`src/rtl/smvm_pkg.sv`:
```
// Shared types and constants for the sparse matrix-vector multiply core.
// No dependencies; smvm_mac, smvm_out_fifo and the core import this package.
`default_nettype none

package smvm_pkg;

    // Input word kinds carried on the slave tuser field
    typedef enum logic [1:0] {
        CMD_LOAD      = 2'd0,
        CMD_ENTRY     = 2'd1,
        CMD_EMPTY_ROW = 2'd2
    } t_cmd;

    localparam int INDEX_W   = 10;
    localparam int VALUE_W   = 32;
    localparam int ROW_W     = 16;
    localparam int SUM_W     = 64;
    // Wide enough to compare an index against any vector depth up to 65536
    localparam int IDX_EXT_W = 17;

    localparam int FIFO_DEPTH = 4;
    localparam int FIFO_PTR_W = 2;
    localparam int FIFO_CNT_W = 3;

    // Control of one word as it moves down the pipeline
    typedef struct packed {
        t_cmd cmd;
        logic row_end;
        logic in_range;
    } t_op;

    // Pipeline occupancy reported to the input side
    typedef struct packed {
        logic b_valid;
        logic c_valid;
    } t_pipe_status;

    typedef struct packed {
        logic                    saturated;
        logic signed [SUM_W-1:0] row_sum;
        logic [ROW_W-1:0]        row_number;
    } t_result;

endpackage

`default_nettype wire

```
`src/rtl/smvm_mac.sv`:
```
// Multiply stage and saturating row accumulator with row counter.
// Depends on smvm_pkg; fed by the vector store read data.
`default_nettype none

module smvm_mac (
    input  wire logic                        i_clk,
    input  wire logic                        i_rst_n,
    input  wire logic                        i_valid,
    input  wire smvm_pkg::t_op               i_op,
    input  wire logic [smvm_pkg::VALUE_W-1:0] i_value,
    input  wire logic [31:0]                 i_mem_rdata,
    output logic                             o_push,
    output smvm_pkg::t_result                o_result,
    output smvm_pkg::t_pipe_status           o_status
);
    import smvm_pkg::*;

    // Stage B: word waiting for its vector element
    logic                      r_b_valid;
    t_op                       r_b_op;
    logic signed [VALUE_W-1:0] r_b_value;

    // Stage C: product waiting to be accumulated
    logic                    r_c_valid;
    t_op                     r_c_op;
    logic signed [SUM_W-1:0] r_c_prod;

    // Row state
    logic signed [SUM_W-1:0] r_acc;
    logic                    r_ovf;
    logic [ROW_W-1:0]        r_row;
    logic signed [SUM_W-1:0] n_acc;
    logic                    n_ovf;
    logic [ROW_W-1:0]        n_row;

    logic signed [31:0]      w_vec;
    logic signed [SUM_W-1:0] w_prod;
    logic signed [SUM_W:0]   w_sum;
    logic signed [SUM_W-1:0] w_sat;
    logic                    w_sat_hit;

    // Hold control of stages B and C
    always_ff @(posedge i_clk) begin
        if (!i_rst_n) begin
            r_b_valid <= 1'b0;
            r_c_valid <= 1'b0;
        end else begin
            r_b_valid <= i_valid;
            r_c_valid <= r_b_valid;
        end
    end

    // Advance payload; out-of-range columns multiply by zero
    assign w_vec  = r_b_op.in_range ? signed'(i_mem_rdata) : 32'sd0;
    assign w_prod = r_b_value * w_vec;

    always_ff @(posedge i_clk) begin
        r_b_op    <= i_op;
        r_b_value <= signed'(i_value);
        r_c_op    <= r_b_op;
        r_c_prod  <= w_prod;
    end

    // Saturating add of the product into the row sum
    assign w_sum     = {r_acc[SUM_W-1], r_acc} + {r_c_prod[SUM_W-1], r_c_prod};
    assign w_sat_hit = w_sum[SUM_W] != w_sum[SUM_W-1];
    assign w_sat     = !w_sat_hit ? w_sum[SUM_W-1:0] :
                       (w_sum[SUM_W] ? {1'b1, {(SUM_W-1){1'b0}}}
                                     : {1'b0, {(SUM_W-1){1'b1}}});

    // Update the row state and emit finished rows
    always_comb begin
        n_acc    = r_acc;
        n_ovf    = r_ovf;
        n_row    = r_row;
        o_push   = 1'b0;
        o_result = '{saturated: r_ovf, row_sum: r_acc, row_number: r_row};
        if (r_c_valid) begin
            case (r_c_op.cmd)
                CMD_LOAD: begin
                    n_acc = '0;
                    n_ovf = 1'b0;
                    n_row = '0;
                end
                CMD_ENTRY: begin
                    if (r_c_op.row_end) begin
                        o_push   = 1'b1;
                        o_result = '{saturated: r_ovf | w_sat_hit, row_sum: w_sat,
                                     row_number: r_row};
                        n_acc    = '0;
                        n_ovf    = 1'b0;
                        n_row    = r_row + 16'd1;
                    end else begin
                        n_acc = w_sat;
                        n_ovf = r_ovf | w_sat_hit;
                    end
                end
                CMD_EMPTY_ROW: begin
                    o_push = 1'b1;
                    n_acc  = '0;
                    n_ovf  = 1'b0;
                    n_row  = r_row + 16'd1;
                end
                default: begin
                end
            endcase
        end
    end

    always_ff @(posedge i_clk) begin
        if (!i_rst_n) begin
            r_acc <= '0;
            r_ovf <= 1'b0;
            r_row <= '0;
        end else begin
            r_acc <= n_acc;
            r_ovf <= n_ovf;
            r_row <= n_row;
        end
    end

    assign o_status = '{b_valid: r_b_valid, c_valid: r_c_valid};

    // A finished row leaves a clean accumulator behind
    a_clear_after_push: assert property (@(posedge i_clk) disable iff (!i_rst_n)
        o_push |=> (r_acc == '0) && !r_ovf)
        else $error("accumulator not cleared after row end");

    // Row numbers advance by one per emitted row
    a_row_advance: assert property (@(posedge i_clk) disable iff (!i_rst_n)
        o_push |=> r_row == $past(r_row) + 16'd1)
        else $error("row counter did not advance");

    // A load restarts row numbering
    a_load_restart: assert property (@(posedge i_clk) disable iff (!i_rst_n)
        (r_c_valid && r_c_op.cmd == CMD_LOAD) |=> r_row == '0)
        else $error("load did not reset row counter");

endmodule

`default_nettype wire

```
`config.mk`:
```
export PLATFORM = sky130hd
export DESIGN_NAME = smvm_mac
export DESIGN_NICKNAME = d
export VERILOG_FILES = /design/src/rtl/smvm_pkg.sv /design/src/rtl/smvm_mac.sv
export SDC_FILE = /design/constraint.sdc
export NUM_CORES = 2
export LEC_CHECK = 0
export BUFFER_PORTS_ARGS = -buffer_cell sky130_fd_sc_hd__clkbuf_2
export CORE_MARGIN = 3
export CORE_UTILIZATION = 45
export CTS_BUF_LIST = sky130_fd_sc_hd__clkbuf_4
export DETAILED_ROUTE_END_ITERATION = 12
export GPL_TIMING_DRIVEN = 0
export PLACE_DENSITY = 0.72
export SLEW_MARGIN = 20
export SYNTH_ARGS = -nofsm -noshare
export SYNTH_HDL_FRONTEND = slang
export SYNTH_SLANG_ARGS = --single-unit
```
`constraint.sdc`:
```
create_clock -name i_clk -period 9.6 [get_ports i_clk]
set_input_delay 0.48 -clock i_clk [delete_from_list [all_inputs] [get_ports i_clk]]
set_output_delay 0.48 -clock i_clk [all_outputs]
set_load 0.1 [all_outputs]
```
==> results.cfg <==
[status]
status = finished, final reports clean

[global_route]
grt_pass1_wl_um = 294700
globalRouteOverflowTotal = 0
grt_usage = 0.3940
grt_max_degree = 22
grt_pass1_vias = 41353
antenna_found_initial = 45

[sta]
rsz0062_at_grt = no
fin_ws_ps = 73.69
finalSetupTns_ps = 0
timing.hold.ws_ps = 155.0
period_needed_ps = 9526
tightest_slew_ps = 1301
slew_headroom = 0.1324
fin_crit_sh = 0.9923
slew_viol_final = 0
setup_viol = 0
clock_skew_ps = 138.1
hold_viol_final = 0
timing.fmax_mhz = 105.0

[layout]
final_layout_size_suffix_gt1_frac = 0.06478
finalNetCount = 6706
final_common_cell = fa_1
syn_to_final_growth_pct = 7.729
multi_input_area_um2 = 37330
fill_cells = 9763
stdcell_area_um2 = 49470
final_cell_mix = 1080 x fa_1, 981 x inv_1, 658 x nand2_1
layout.area.seq_um2 = 3727

[synth]
synthFlopType = dfxtp_1
async_reset_ff_frac = 0
synth_area_um2 = 45920
synth.avg_cell_area_um2 = 9.022
syn_nets = 6499
ys_types = 72
seq_area_frac_synth = 0.08108
syn_inst = 5090
yosys_warnings = 0
synth_top_cell_area_share = 0.4721
synth.largest_area_cell = fa_1
synth-edff-count = 0
ys_ff_latch = 186
synth.area.top_cells = fa_1 47%, dfxtp_1 8.1%, inv_1 8.0%

[critical_path]
r2r_start = r_b_value[19]
reg2reg_depth = 24
cp.required_ps = 10340
criticalPathCategory = flop to flop
regToRegEndpoint = r_c_prod[60]
critPathMaxFanout = 10
critPathLaunchType = flop
ff2ff_setup_slack_ps = 70
arrival_ps = 10260
cp-end-kind = flop

[placement]
portBuffers = 154
dpl.hpwl_um = 166600
place_area_um2 = 48430
place.gp.congestion = 1.081
place_ws_ps = -1317

[hold_path]
hp-class = input pin to flop
hp-start = i_value[16]
hold_depth = 2
holdPathEnd = r_b_value[16]

[clock_network]
clkTransAtPathRegs_ps = 360
h-tree-depth = 4
cts_root_buf = clkbuf_4
cts_buffers = 17
cts_tree = done
clk_path_buf_depth = 2
cts_sinks = 186
clk-insertion-delay-late_ps = 930

[floorplan]
fp.coreArea_um2 = 100700
die_h_um = 325.5
die_area_um2 = 105900
rows = 116
dieWidth_um = 325.5
pin_count = 155
initial_utilization = 0.4559

[drt]
drt-initial-drc-count = 4718
vias_per_cell = 6.023
drt_first_pass_iters = 7
routed_wl_um = 207900
drtAntennaViolNets = 0
drc = 0
wl_per_cell_um = 31.01
vias = 40370

[run]
drv_cap = 0
-- critical path, cell delays in order, from the launching register on --
cell and delay [ps]:
dfxtp_1 750, clkbuf_1 830, and3_1 340, fa_1 500
fa_1 540, fa_1 560, inv_1 50, fa_1 490
inv_1 100, fa_1 500, fa_1 500, fa_1 620
fa_1 560, ha_1 390, and4_1 240, a21o_1 170
a31o_2 220, nor2_1 100, o211ai_1 240, a21oi_2 360
o2111ai_1 250, a31oi_2 330, nor2_1 110, a221oi_1 340
xnor2_1 190
-- flip-flops by register name (all words and copies together), names as in the netlist --
name       cells
r_b_valid      1
r_c_valid      1
r_ovf          1
r_acc         64
r_row         16
r_c_prod      64
r_c_op         3
r_b_value     32
r_b_op         4
-- area by class of cell --
| class | count | area share |
|---|---|---|
| Antenna cell | 36 | 0.001821 |
| Buffer | 320 | 0.02838 |
| Clock buffer | 17 | 0.002580 |
| Clock inverter | 15 | 0.003819 |
| Inverter | 983 | 0.07473 |
| Multi-Input combinational cell | 3591 | 0.7546 |
| Sequential cell | 186 | 0.07534 |
| Tap cell | 1357 | 0.03432 |
| Timing Repair Buffer | 198 | 0.02438 |
-- cell families after synthesis --
group,Yosys count,synth area share
flops,186,0.08108
mux,10,0.002289
xor+xnor,134,0.02556
fa+ha+maj,1338,0.5416
buf+inv,1313,0.1076
compound gates,604,0.08070
simple gates,1505,0.1612
-- how the worst max path moves through the flow --
| stage | from | end | slack [ps] | cells after the start |
|---|---|---|---|---|
| 2_1_floorplan | r_b_op[0] | r_c_prod[61] | 1600 | 26 |
| 3_3_place_gp | r_b_op[0] | r_c_prod[59] | -1340 | 28 |
| 3_5_place_dp | r_b_op[0] | r_c_prod[59] | -1320 | 28 |
| 4_1_cts | r_b_op[0] | r_c_prod[59] | -10 | 26 |
| 5_1_grt | r_b_op[0] | r_c_prod[61] | 30 | 27 |
| 6_report | r_b_value[19] | r_c_prod[60] | 70 | 24 |
-- Yosys cell counts, types with 8 or more instances --
master,instances
a21o_1,88
dfxtp_1,186
a211oi_1,11
and3_1,533
o21bai_1,23
nor2b_1,12
clkbuf_1,316
or2_2,10
nand2b_1,12
o21ai_0,178
buf_1,8
fa_1,1083
o211ai_1,14
xnor2_1,94
o21a_1,10
nand2_1,658
inv_1,983
a31oi_1,16
ha_1,255
nand3_1,54
nor2_1,122
nand4_1,27
or3_1,9
and2_1,32
xor2_1,40
nor3_1,19
a21oi_1,182
o31ai_1,9
-- what timing repair did --
action                                  4_1_cts  5_1_grt
buffers inserted                              0        4
pin swaps                                     0        2
gates resized for setup                      87      114
endpoints found under the setup margin       37       19
hold buffers                                 39        0
hold endpoints to repair                     41        0
-- per-stage QoR --
step | instances | utilization
after floorplan | 5090 | -
after global placement | 6601 | 0.4804
after detailed placement | 6602 | 0.4808
after CTS | 6666 | 0.4890
after global routing | 6673 | 0.4904
final | 6703 | 0.4912
-- layer usage --
| metal | track usage | up-vias | part of all wire |
|---|---|---|---|
| met5 | 0 | - | 0.00049 |
| met3 | 0.1196 | 810 | 0.12 |
| li1 | - | 16253 | - |
| met2 | 0.5808 | 2911 | 0.42 |
| met1 | 0.4982 | 20382 | 0.37 |
| met4 | 0.2684 | 14 | 0.086 |
Power is left out: the tool's default activity adds up to more than one toggle a clock period on the data nets, which glitch-free logic cannot reach.
