==> config.mk <==
export PLATFORM = sky130hd
export DESIGN_NAME = smvm_out_fifo
export DESIGN_NICKNAME = d
export VERILOG_FILES = /design/src/rtl/smvm_pkg.sv /design/src/rtl/smvm_out_fifo.sv
export SDC_FILE = /design/constraint.sdc
export NUM_CORES = 1
export LEC_CHECK = 0
export ABC_AREA = 1
export BUFFER_PORTS_ARGS = -buffer_cell sky130_fd_sc_hd__buf_2
export CAP_MARGIN = 20
export CORE_MARGIN = 3
export CORE_UTILIZATION = 57
export CTS_BUF_LIST = sky130_fd_sc_hd__clkbuf_16
export DETAILED_ROUTE_END_ITERATION = 12
export PLACE_DENSITY = 0.79
export SYNTH_ARGS = -nofsm -noshare
export SYNTH_HDL_FRONTEND = slang
export SYNTH_SLANG_ARGS = --single-unit
==> constraint.sdc <==
create_clock -name i_clk -period 3.5 [get_ports i_clk]
set_input_delay 0.175 -clock i_clk [delete_from_list [all_inputs] [get_ports i_clk]]
set_output_delay 0.175 -clock i_clk [all_outputs]
set_load 0.1 [all_outputs]
==> src/rtl/smvm_pkg.sv <==
// Shared types and constants for the sparse matrix-vector multiply core.
// No dependencies; smvm_mac, smvm_out_fifo and the core import this package.
`default_nettype none

package smvm_pkg;

    // Input word kinds carried on the slave tuser field
    typedef enum logic [1:0] {
        CMD_LOAD      = 2'd0,
        CMD_ENTRY     = 2'd1,
        CMD_EMPTY_ROW = 2'd2
    } t_cmd;

    localparam int INDEX_W   = 10;
    localparam int VALUE_W   = 32;
    localparam int ROW_W     = 16;
    localparam int SUM_W     = 64;
    // Wide enough to compare an index against any vector depth up to 65536
    localparam int IDX_EXT_W = 17;

    localparam int FIFO_DEPTH = 4;
    localparam int FIFO_PTR_W = 2;
    localparam int FIFO_CNT_W = 3;

    // Control of one word as it moves down the pipeline
    typedef struct packed {
        t_cmd cmd;
        logic row_end;
        logic in_range;
    } t_op;

    // Pipeline occupancy reported to the input side
    typedef struct packed {
        logic b_valid;
        logic c_valid;
    } t_pipe_status;

    typedef struct packed {
        logic                    saturated;
        logic signed [SUM_W-1:0] row_sum;
        logic [ROW_W-1:0]        row_number;
    } t_result;

endpackage

`default_nettype wire

==> src/rtl/smvm_out_fifo.sv <==
// Small result queue that decouples the accumulator from the output stream.
// Depends on smvm_pkg for the result type and queue size.
`default_nettype none

module smvm_out_fifo (
    input  wire logic                          i_clk,
    input  wire logic                          i_rst_n,
    input  wire logic                          i_push,
    input  wire smvm_pkg::t_result             i_result,
    input  wire logic                          i_pop,
    output logic                               o_valid,
    output smvm_pkg::t_result                  o_result,
    output logic [smvm_pkg::FIFO_CNT_W-1:0]    o_count
);
    import smvm_pkg::*;

    t_result               r_buf [FIFO_DEPTH];
    logic [FIFO_PTR_W-1:0] r_wr_ptr;
    logic [FIFO_PTR_W-1:0] r_rd_ptr;
    logic [FIFO_CNT_W-1:0] r_count;
    logic                  w_pop;

    assign w_pop = i_pop && (r_count != '0);

    // Store pushed results
    always_ff @(posedge i_clk) begin
        if (i_push) begin
            r_buf[r_wr_ptr] <= i_result;
        end
    end

    // Advance pointers and occupancy
    always_ff @(posedge i_clk) begin
        if (!i_rst_n) begin
            r_wr_ptr <= '0;
            r_rd_ptr <= '0;
            r_count  <= '0;
        end else begin
            if (i_push) begin
                r_wr_ptr <= r_wr_ptr + 1'b1;
            end
            if (w_pop) begin
                r_rd_ptr <= r_rd_ptr + 1'b1;
            end
            case ({i_push, w_pop})
                2'b10:   r_count <= r_count + 1'b1;
                2'b01:   r_count <= r_count - 1'b1;
                default: r_count <= r_count;
            endcase
        end
    end

    assign o_valid  = r_count != '0;
    assign o_result = r_buf[r_rd_ptr];
    assign o_count  = r_count;

    // Never push into a full queue
    a_no_overflow: assert property (@(posedge i_clk) disable iff (!i_rst_n)
        !(i_push && r_count == FIFO_CNT_W'(FIFO_DEPTH)))
        else $error("result queue overflow");

    // Occupancy stays within the queue size
    a_count_bound: assert property (@(posedge i_clk) disable iff (!i_rst_n)
        r_count <= FIFO_CNT_W'(FIFO_DEPTH))
        else $error("result queue count out of range");

endmodule

`default_nettype wire

==> metrics.sh <==
OUTCOME='finished clean'
DRT.ANTENNA.VIOLATING_NETS=0
DIE_AREA_MM2=0.0238
GRT_ANTENNA_BEFORE_REPAIR=0
SKEW_PS=8.11
CTS-RESIZED-GATES=0
CTS_BUFFERS=35
HTREE_NUM_LEVELS=2
DETAILROUTE.VIA_COUNT=7949
SYNTH_TOP_CELL_BY_AREA='sky130_fd_sc_hd__edfxtp_1'
GRT_SETUP_UNREPAIRED='no'
GRT_FIRST_PASS_WIRELENGTH_UM=41200
POST-LAYOUT-TOTAL-POWER_uW=12300
P_CLK_FRAC=0.303
SHARE_OF_CELLS_ABOVE_DRIVE_STRENGTH_1=0.229
WORST_SETUP_HOLD_PATH_CLK_SLEW_PS=60
CRITICAL_PATH.N_BUFFERS_INVERTERS=2
NUMBER_OF_BUFFERS_INSERTED_BY_POST_CTS_SETUP_REPAIR=0
PLACED_INST_AREA_MM2=0.0135
CTS_TREE='built'
TOP_LAYER_USED='met4'
YOSYS.AREA.TOP_TYPE_SHARE=0.775
SYNTHMUXAREASHARE=0
REG2REG_SETUP_SLACK_PS=1530
COREAREA_MM2=0.0214
LARGEST_FAMILY_OF_LOGIC_CELLS_BY_SYNTHESIZED_AREA='compound AO/OA/AOI/OAI gates'
GRT_MAX_DEGREE=163
SYNTH_COMPOUND_GATE_AREA_SHARE=0.109
HPWLAFTERDP_UM=13800
DRTPASS1ITERATIONS=5
FINALWORSTPATHREQUIREDPERIOD_PS=2930
SYNTH_CELL_TYPE_COUNT=21
FINALWIRELENGTH_UM=26700
HOLD_PATH_ENDPOINT='r_wr_ptr[0]$_SDFFE_PN0P_'
POWER_SWITCHING_SHARE=0.391
SYNTH-ASYNC-RESET-RATIO=0
ROUTED-WL-MET3_UM=1680
IO_BUFFER_COUNT=169
STDCELL_AREA_MM2=0.0156
POST_DRT_VIA_CELL_RATIO=5.69
CLKLATENCYLATEPIN_PS=490
WL_MET1_UM=10500
LEAKAGEPOWER_uW=0.00558
WORST_IR_DROP_VDD_mV=0.784
SYNTHADDERAREAFRAC=0.00658
FINAL-MAX-SLEW-VIOLATION-COUNT=0
ROUTABILITYCONGESTION=0.750
PWR-SHARE-COMB=0.318
AVGROUTEDWIREPERCELL_UM=19.1
POWER_PER_CELL_AREA_mW_PER_MM2=793
DIEWIDTH_UM=154
NUMBER_OF_GLOBAL_ROUTE_VIAS_BEFORE_REPAIR=7939
SYNTHTOPCELLSBYCOUNT='sky130_fd_sc_hd__edfxtp_1, sky130_fd_sc_hd__nor2_1, sky130_fd_sc_hd__o21ai_0'
POST-SYNTH-TOP-COUNT-CELL='sky130_fd_sc_hd__edfxtp_1'
YS.WARNINGS.COUNT=0
KIND_OF_START_POINT_OF_THE_CRITICAL_PATH='flop'
TIMING.HOLD.WORST_PATH_DEPTH=3
POWER.SHARE.SEQUENTIAL=0.378
WORST_HOLD_PATH_TYPE='in -> reg'
FP-ROW-COUNT=53
DETAIL_ROUTE.DRC_VIOLATIONS=0
MAXCAPVIOLATIONS=0
FIRST_ITER_VIOLATIONS=665
SYN2LAYOUT_AREA_GROWTH_PCT=23.9
MAXIMUM_COUNT_OF_CLOCK_BUFFERS_ALONG_A_SINGLE_PATH=3
TIMING.CRITICAL_PATH.REQUIRED_PS=3320
GR-USAGE-ALL-LAYERS=0.219
INITIAL_UTILIZATION=0.588
LIST_OF_CELLS_TRAVERSED_BY_THE_CRITICAL_PATH='inv_8 -> o21ai_0 -> o22ai_1 -> buf_2'
HIGHEST_ATTAINABLE_CLOCK_FREQUENCY_GHz=0.341
CP-END-KIND='output port'
SETUP_TNS_PS=0
SYNTHESIS.AREA_MM2=0.0125
TIMING.CRITICAL_PATH.ARRIVAL_PS=2750
SETUP_VIOLATIONS=0
SLEW_HEADROOM=0.338
SYNTH_AREA_PER_CELL_UM2=14.8
HOLD_PATH_STARTPOINT='i_push'
DESIGN.FINAL.NETS=1189
GLOBAL_ROUTE.OVERFLOW_TOTAL=0
MET2_WIRELENGTH_UM=13900
SYNTH-EDFF-COUNT=324
CRITICAL-PATH-TOP-DELAY-FAMILY='buffers and inverters'
BOUNDARYPINS=170
TIMING.SETUP.CRITICAL_PATH_CLASS='reg -> out'
YOSYS-TOP-CELLS-AREA='sky130_fd_sc_hd__edfxtp_1, sky130_fd_sc_hd__o21ai_0, sky130_fd_sc_hd__nor2_1'
REG2REGPATHDEPTH=13
TIGHTESTPINTRANSITION_PS=993
SYNTH_SIMPLE_GATE_AREA_FRAC=0.0599
FIN_HOLD_WS_PS=105
FINAL_REPORT_HOLD_VIOLATION_COUNT=0
PATH_MAX_FANOUT=162
CPMAXSTAGEDELAYCELL='sky130_fd_sc_hd__inv_8'
FINAL_CELL_COUNT_WITHOUT_FILLERS=1398
SYNTH-SEQ-AREA-SHARE=0.790
SYNTH.FF_LATCH_COUNT=333
SYNTH_XOR_XNOR_AREA_SHARE=0
NUMBER_OF_STANDARD_CELLS_AFTER_SYNTHESIS=848
POST_PLACE_CELLS=1253
P_INT_uW=7520
DIE_Y_UM=154
CRIT_PATH_MAX_INCR_DELAY_PS=650
SYNTH_FP_NETS=939
NUMCLOCKSINKS=333
SYNTH_FF_TYPE='sky130_fd_sc_hd__edfxtp_1'
R2R-START='o_count[1]$_SDFFE_PN0P_'
PERIOD_SHARE=0.837
ANTENNADIODECOUNT=0
CTS.ROOT.BUFFER_CELL='sky130_fd_sc_hd__clkbuf_16'
SWITCHING_POWER_uW=4820
CTS-HOLD-FIX-BUFFERS=83
R2R-END='o_count[2]$_SDFFE_PN0P_'
-- flip-flops by register name (all words and copies together) (netlist names), named ones only --
register,count
o_count,3
r_buf,324
r_rd_ptr,2
r_wr_ptr,2
-- worst reg2reg max path, stage by stage, from the launching register on --
cell	delay, ps
sky130_fd_sc_hd__dfxtp_1	400
sky130_fd_sc_hd__nor2_1	70
sky130_fd_sc_hd__nand2_1	120
sky130_fd_sc_hd__nand2_1	90
sky130_fd_sc_hd__inv_1	110
sky130_fd_sc_hd__ha_1	180
sky130_fd_sc_hd__inv_1	70
sky130_fd_sc_hd__fa_1	390
sky130_fd_sc_hd__inv_1	70
sky130_fd_sc_hd__nand2_1	60
sky130_fd_sc_hd__nand3_1	130
sky130_fd_sc_hd__nand2_1	80
sky130_fd_sc_hd__nand2_1	70
sky130_fd_sc_hd__nor2_1	40
-- placed cells by master (no fill, tap or decap), drive strengths merged --
cell / n
clkbuf: 37
inv: 22
ha: 5
dlygate4sd3: 83
nand2: 15
buf: 182
nor2: 168
a21oi: 5
bufinv: 6
nand3: 3
fa: 1
dfxtp: 9
clkinv: 16
o21ai: 166
o22ai: 81
edfxtp: 324
-- logic make-up after synthesis --
kind of cell    count (synthesis)
flops                         333
simple gates                  186
fa+ha+maj                       6
buf+inv                        71
compound gates                252
-- metrics by stage --
stage	setup slack, ps	util
after floorplan	431	-
after global placement	1160	0.634
after detailed placement	1100	0.634
after CTS	575	0.728
after global routing	377	0.728
final	571	0.728
-- power groups by stage --
stage	sequential, uW	combinational, uW	clock, uW
2_1_floorplan	4780	3280	0
3_3_place_gp	4740	3800	0
3_5_place_dp	4750	3840	0
4_1_cts	4670	3930	3790
5_1_grt	4680	4100	3960
6_report	4670	3930	3740
-- worst max path at each step --
stage                         endpoint  slack, ps  cells after the start
6_report                  o_result[23]        570                      4
3_5_place_dp               o_result[9]       1100                      4
4_1_cts                   o_result[23]        580                      4
2_1_floorplan  o_count[2]$_SDFFE_PN0P_        430                     13
3_3_place_gp              o_result[19]       1160                      4
5_1_grt                   o_result[35]        380                      4
-- final cells by class --
class | count | area, um2
fillers | 1332 | 5800
repair buffers | 265 | 1820
flip-flops and latches | 333 | 9910
clock inverters | 25 | 260
multi-input cells | 444 | 2200
inverters | 19 | 88.8
well taps | 275 | 344
clock buffers | 37 | 926
-- routing by layer --
metal,GRT usage,vias to the layer above
met5,0,-
met1,0.278,3910
met2,0.386,304
li1,-,3689
met4,0.0694,0
met3,0.0406,46
Note: power is estimated with default switching activity, not from simulation.
